==> src/design/mgi_pkg.sv <==
// Shared types and constants for the multilinear grid interpolator.
package mgi_pkg;

    localparam int MAX_DIMS   = 4;
    localparam int MAX_POINTS = 8;
    localparam int MAX_ITEMS  = 16;
    localparam int NODE_BITS  = 3;
    localparam int ITEM_BITS  = 4;
    localparam int FRAC_BITS  = 16;

    localparam logic [16:0] ONE_Q16 = 17'h10000;

    localparam logic [1:0] ACT_GRID  = 2'd0;
    localparam logic [1:0] ACT_TABLE = 2'd1;
    localparam logic [1:0] ACT_QUERY = 2'd2;

    localparam logic [2:0] REG_DIMS  = 3'd0;
    localparam logic [2:0] REG_ITEMS = 3'd1;
    localparam logic [2:0] REG_PTS0  = 3'd2;
    localparam logic [2:0] REG_PTS1  = 3'd3;
    localparam logic [2:0] REG_PTS2  = 3'd4;
    localparam logic [2:0] REG_PTS3  = 3'd5;

    typedef enum logic [4:0] {
        ST_IDLE,
        ST_DIM,
        ST_LAST,
        ST_SCAN_RD,
        ST_SCAN_CHK,
        ST_DIV_GO,
        ST_DIV_WAIT,
        ST_FETCH_RD,
        ST_FETCH_WR,
        ST_BL_RD,
        ST_BL_MUL1,
        ST_BL_MUL2,
        ST_BL_WR,
        ST_OUT_RD,
        ST_OUT_LOAD,
        ST_OUT_WAIT
    } state_t;

endpackage

==> src/design/mgi_div.sv <==
// Restoring divider: 16-bit fraction quotient of num/den, num < den, one bit a cycle.
module mgi_div (
    input  logic        clk,
    input  logic        rst_n,
    input  logic        start,
    input  logic [32:0] num,
    input  logic [32:0] den,
    output logic        done,
    output logic [15:0] quot
);
    import mgi_pkg::*;

    logic        busy_reg, busy_next;
    logic        done_reg, done_next;
    logic [4:0]  cnt_reg, cnt_next;
    logic [33:0] rem_reg, rem_next;
    logic [32:0] den_reg, den_next;
    logic [15:0] quot_reg, quot_next;
    logic [33:0] shifted;

    always_ff @(posedge clk or negedge rst_n)
    begin
        if (!rst_n)
        begin
            busy_reg <= 1'b0;
            done_reg <= 1'b0;
            cnt_reg  <= '0;
        end
        else
        begin
            busy_reg <= busy_next;
            done_reg <= done_next;
            cnt_reg  <= cnt_next;
        end
    end

    always_ff @(posedge clk)
    begin
        rem_reg  <= rem_next;
        den_reg  <= den_next;
        quot_reg <= quot_next;
    end

    always_comb
    begin
        busy_next = busy_reg;
        done_next = 1'b0;
        cnt_next  = cnt_reg;
        rem_next  = rem_reg;
        den_next  = den_reg;
        quot_next = quot_reg;
        shifted   = {rem_reg[32:0], 1'b0};
        if (start)
        begin
            busy_next = 1'b1;
            cnt_next  = 5'(FRAC_BITS);
            rem_next  = {1'b0, num};
            den_next  = den;
        end
        else if (busy_reg)
        begin
            if (shifted >= {1'b0, den_reg})
            begin
                rem_next  = shifted - {1'b0, den_reg};
                quot_next = {quot_reg[14:0], 1'b1};
            end
            else
            begin
                rem_next  = shifted;
                quot_next = {quot_reg[14:0], 1'b0};
            end
            cnt_next = cnt_reg - 5'd1;
            if (cnt_reg == 5'd1)
            begin
                busy_next = 1'b0;
                done_next = 1'b1;
            end
        end
    end

    assign done = done_reg;
    assign quot = quot_reg;

endmodule

==> config.mk <==
export PLATFORM = sky130hd
export DESIGN_NAME = mgi_div
export DESIGN_NICKNAME = d
export VERILOG_FILES = /design/src/design/mgi_pkg.sv /design/src/design/mgi_div.sv
export SDC_FILE = /design/constraint.sdc
export NUM_CORES = 1
export LEC_CHECK = 0
export BUFFER_PORTS_ARGS = -buffer_cell sky130_fd_sc_hd__clkbuf_2
export CAP_MARGIN = 10
export CORE_ASPECT_RATIO = 1.25
export CORE_MARGIN = 2
export CORE_UTILIZATION = 58
export DETAILED_ROUTE_END_ITERATION = 16
export PLACE_DENSITY_LB_ADDON = 0.08
export SKIP_LAST_GASP = 1
export SYNTH_ARGS = -nofsm -noshare
export SYNTH_HDL_FRONTEND = slang
export SYNTH_SLANG_ARGS = --single-unit
==> constraint.sdc <==
create_clock -name clk -period 2.9 [get_ports clk]
set_input_delay 0.58 -clock clk [delete_from_list [all_inputs] [get_ports clk]]
set_output_delay 0.58 -clock clk [all_outputs]
set_load 0.05 [all_outputs]
==> out/metrics.csv <==
stage,metric,value,unit
worst_setup_path,crit-path max FO,27,
global_routing,global-route wire length before repair,22100,um
place,DP Worst Slack,-74.7,ps
clock_tree,clk_lat worst skew,350,ps
clock_tree,Clock Root Buffer,clkbuf_16,
worst_setup_path,crit path buf inv count,1,
clock_tree,TritonCTS clock tree,yes,
final_layout,FF+latch area,2640,sq um
sta,Slew headroom,69.1,%
final_layout,antenna cells,0,
global_routing,vias in the first global route,4706,
floorplanning,Die H,115,um
pwr,Peak supply drop,512,uV
global_routing,Total GRT Usage,26.2,%
sta,worst slew pin tran,464,ps
global_routing,largest net degree at the start of global routing,51,
floorplanning,starting density of the core,59.4,%
place,RePlAce Congestion,0.958,
synth,Post-synth EDFFs,82,
routing,Residual DRC,0,
routing,Vias/cell,5.78,
final_layout,Multi-input gate area,2870,sq um
sta,number of failing hold endpoints at the final stage,0,
min_path,min-delay worst type,in2async,
sta,RSZ-0062 raised after global routing,true,
synth,"FFs w/ async S/R, synth",7.87,%
final_layout,area grow syn2layout,19.8,%
worst_setup_path,critical path capture point type,register,
final_layout,"commonest non-fill, non-tap cell in the layout",clkbuf_2,
synth,number of synthesized register bits,89,
pwr,Leakage,2.99,nW
sta,Final Critical Period,2800,ps
run,max_cap viols,0,
routing,DR vias,4643,
worst_setup_path,slowest CP cell,edfxtp_1,
place,HPWL Detailed,9820,um
sta,skew final,10.5,ps
synth,sequential share of the synthesized area,46.2,%
sta,worst setup margin,95.7,ps
sta,period utilisation layout,96.7,%
final_layout,Post-Route Utilization,71.1,%
sta,Fin Hold WS,57.3,ps
global_routing,gr ovfl total,0,
worst_setup_path,CP Class,reg2reg,
floorplanning,die area,10700,sq um
sta,Max Fclk,357,MHz
sta,# setup viols final,0,
routing,first-pass iteration count of the detailed router,5,
synth,YS warnings,0,
final_layout,Final #Nets,777,
clock_tree,hold_buf cts,0,
clock_tree,htree depth,3,
worst_setup_path,crit path DAT,2910,ps
place,Port Buffers,85,
synth,Netlist cell types,68,
worst_setup_path,worst endpoint required time,3000,ps
floorplanning,Die W,92.7,um
synth,"Cell Area, Synth",5710,sq um
synth,"Top FF cell, synth",edfxtp_1,
clock_tree,TritonCTS Buffers,9,
synth,Mapped Nets,673,
global_routing,antenna violations before repair,0,
floorplanning,core area,9610,sq um
routing,drt wl/cell,16.6,um
final_layout,share of layout cells above drive strength 1,25.3,%
routing,Final ANT Viol Nets,0,
synth,cell count after synthesis,568,
clock_tree,# clock sinks,89,
routing,detailed router's first-iteration violation count,303,
routing,Routed WL,13400,um
clock_tree,clock-pin slew on the worst setup and hold paths,70,ps
worst_setup_path,critical path cell sequence,ha_1 -> and3_1 -> nor2b_2 -> a41oi_4 -> nand3_2 -> a211o_4 -> nand2_8 -> inv_16 -> o21a_1 -> a22o_1,
sta,Slew Limit Fails,0,
synth,Syn Area/Cell,10.0,sq um
clock_tree,CTS max path bufs,2,
final_layout,filler cell count,784,
pwr,Pwr per Cell Area,1120,nW/um^2
worst_setup_path,"delay-heaviest family, CP",compound AO/OA/AOI/OAI gates,
worst_setup_path,Critical Path Source Type,register,
final_layout,most frequent cells in the layout,"clkbuf_2, edfxtp_1, a21oi_1, nor2_1, nand2_1",
floorplanning,FP Rows,40,
outcome,status,"finished, final reports clean",
worst_setup_path,CP max stage delay,450,ps
floorplanning,Top Ports,86,
kinds of logic after synthesis:
kind of cell,after synthesis,synth area share [%]
compound gates,150,17.0
simple gates,177,15.6
mux,20,3.55
buf+inv,69,5.44
xor+xnor,27,4.14
fa+ha+maj,36,8.03
flops,89,46.2
cells in the mapped netlist (5+ instances only):
library cell	count	area, sq um
edfxtp_1	82	2460
a21oi_1	58	290
nor2_1	54	203
nand2_1	49	184
inv_1	46	173
ha_1	35	438
o21ai_0	22	110
xnor2_1	19	166
mux2i_1	18	180
clkbuf_1	14	52.6
a21o_1	11	82.6
nand3_1	11	55.1
nor2b_1	10	62.6
a31oi_1	9	56.3
o21a_1	8	60.1
xor2_1	8	70.1
dfrtp_1	7	175
nand2b_1	7	43.8
nor3_1	7	35.0
nand4_1	6	37.5
a211oi_1	5	37.5
nor3b_1	5	37.5
o21ai_1	5	25.0
or2_2	5	31.3
stage by stage:
stage	setup TNS (ps)	cell area, sq um	total power [W]	instances
2_1_floorplan	0	5710	0.00525	568
3_3_place_gp	0	6400	0.00617	785
3_5_place_dp	-74.7	6400	0.00626	785
4_1_cts	0	6700	0.00748	801
5_1_grt	-39.6	6830	0.00824	803
6_report	0	6830	0.00768	803
worst reg2reg max path, delay by kind of cell, from the launching register on:
kind / cells / cell delay, ps
compound gates: 4 / 960
simple gates: 4 / 640
flops: 1 / 450
fa+ha+maj: 1 / 410
buf+inv: 1 / 100
layout make-up:
class / instances / share of cell area, %
Multi-Input combinational cell: 410 / 42.1
Tap cell: 126 / 2.31
Sequential cell: 89 / 38.6
Clock buffer: 10 / 3.35
Inverter: 47 / 2.82
Timing Repair Buffer: 115 / 9.89
Clock inverter: 6 / 0.971
worst paths after layout:
kind	slack (ps)	start	endpoint	depth (start not counted)
worst max-delay path	100	rem_reg[13]$_DFFE_PP_	rem_reg[18]$_DFFE_PP_	10
worst min-delay path	60	rst_n	cnt_reg[4]$_DFFE_PN0P_	1
worst max register to register	100	rem_reg[13]$_DFFE_PP_	rem_reg[18]$_DFFE_PP_	10
worst min register to register	450	quot[6]$_DFFE_PP_	quot[7]$_DFFE_PP_	0
max in group asynchronous	2680	rst_n	busy_reg$_DFF_PN0_	1
min in group clk	400	den[16]	den_reg[16]$_DFFE_PP_	1
report_power, final:
| group | switching [W] | leakage [nW] | internal, W |
|---|---|---|---|
| logic | 0.00253 | 1.93 | 0.00190 |
| registers | 0.000222 | 0.906 | 0.00186 |
| clock network | 0.000497 | 0.147 | 0.000673 |
| total | 0.00325 | 2.99 | 0.00443 |
timing repair:
item | CTS | global route
pin swaps | 0 | 3
endpoints found under the setup margin | 2 | 29
buffers inserted | 0 | 2
resized for setup | 2 | 24
routing by layer:
metal | GRT usage [%] | up-vias | part of all wire [%]
li1 | - | 2270 | -
met1 | 32.7 | 2196 | 41
met2 | 46.1 | 145 | 52
met3 | 4.06 | 32 | 4.6
met4 | 10.0 | 0 | 2.3
met5 | 0 | - | 0
(Power assumes the default switching activity.)
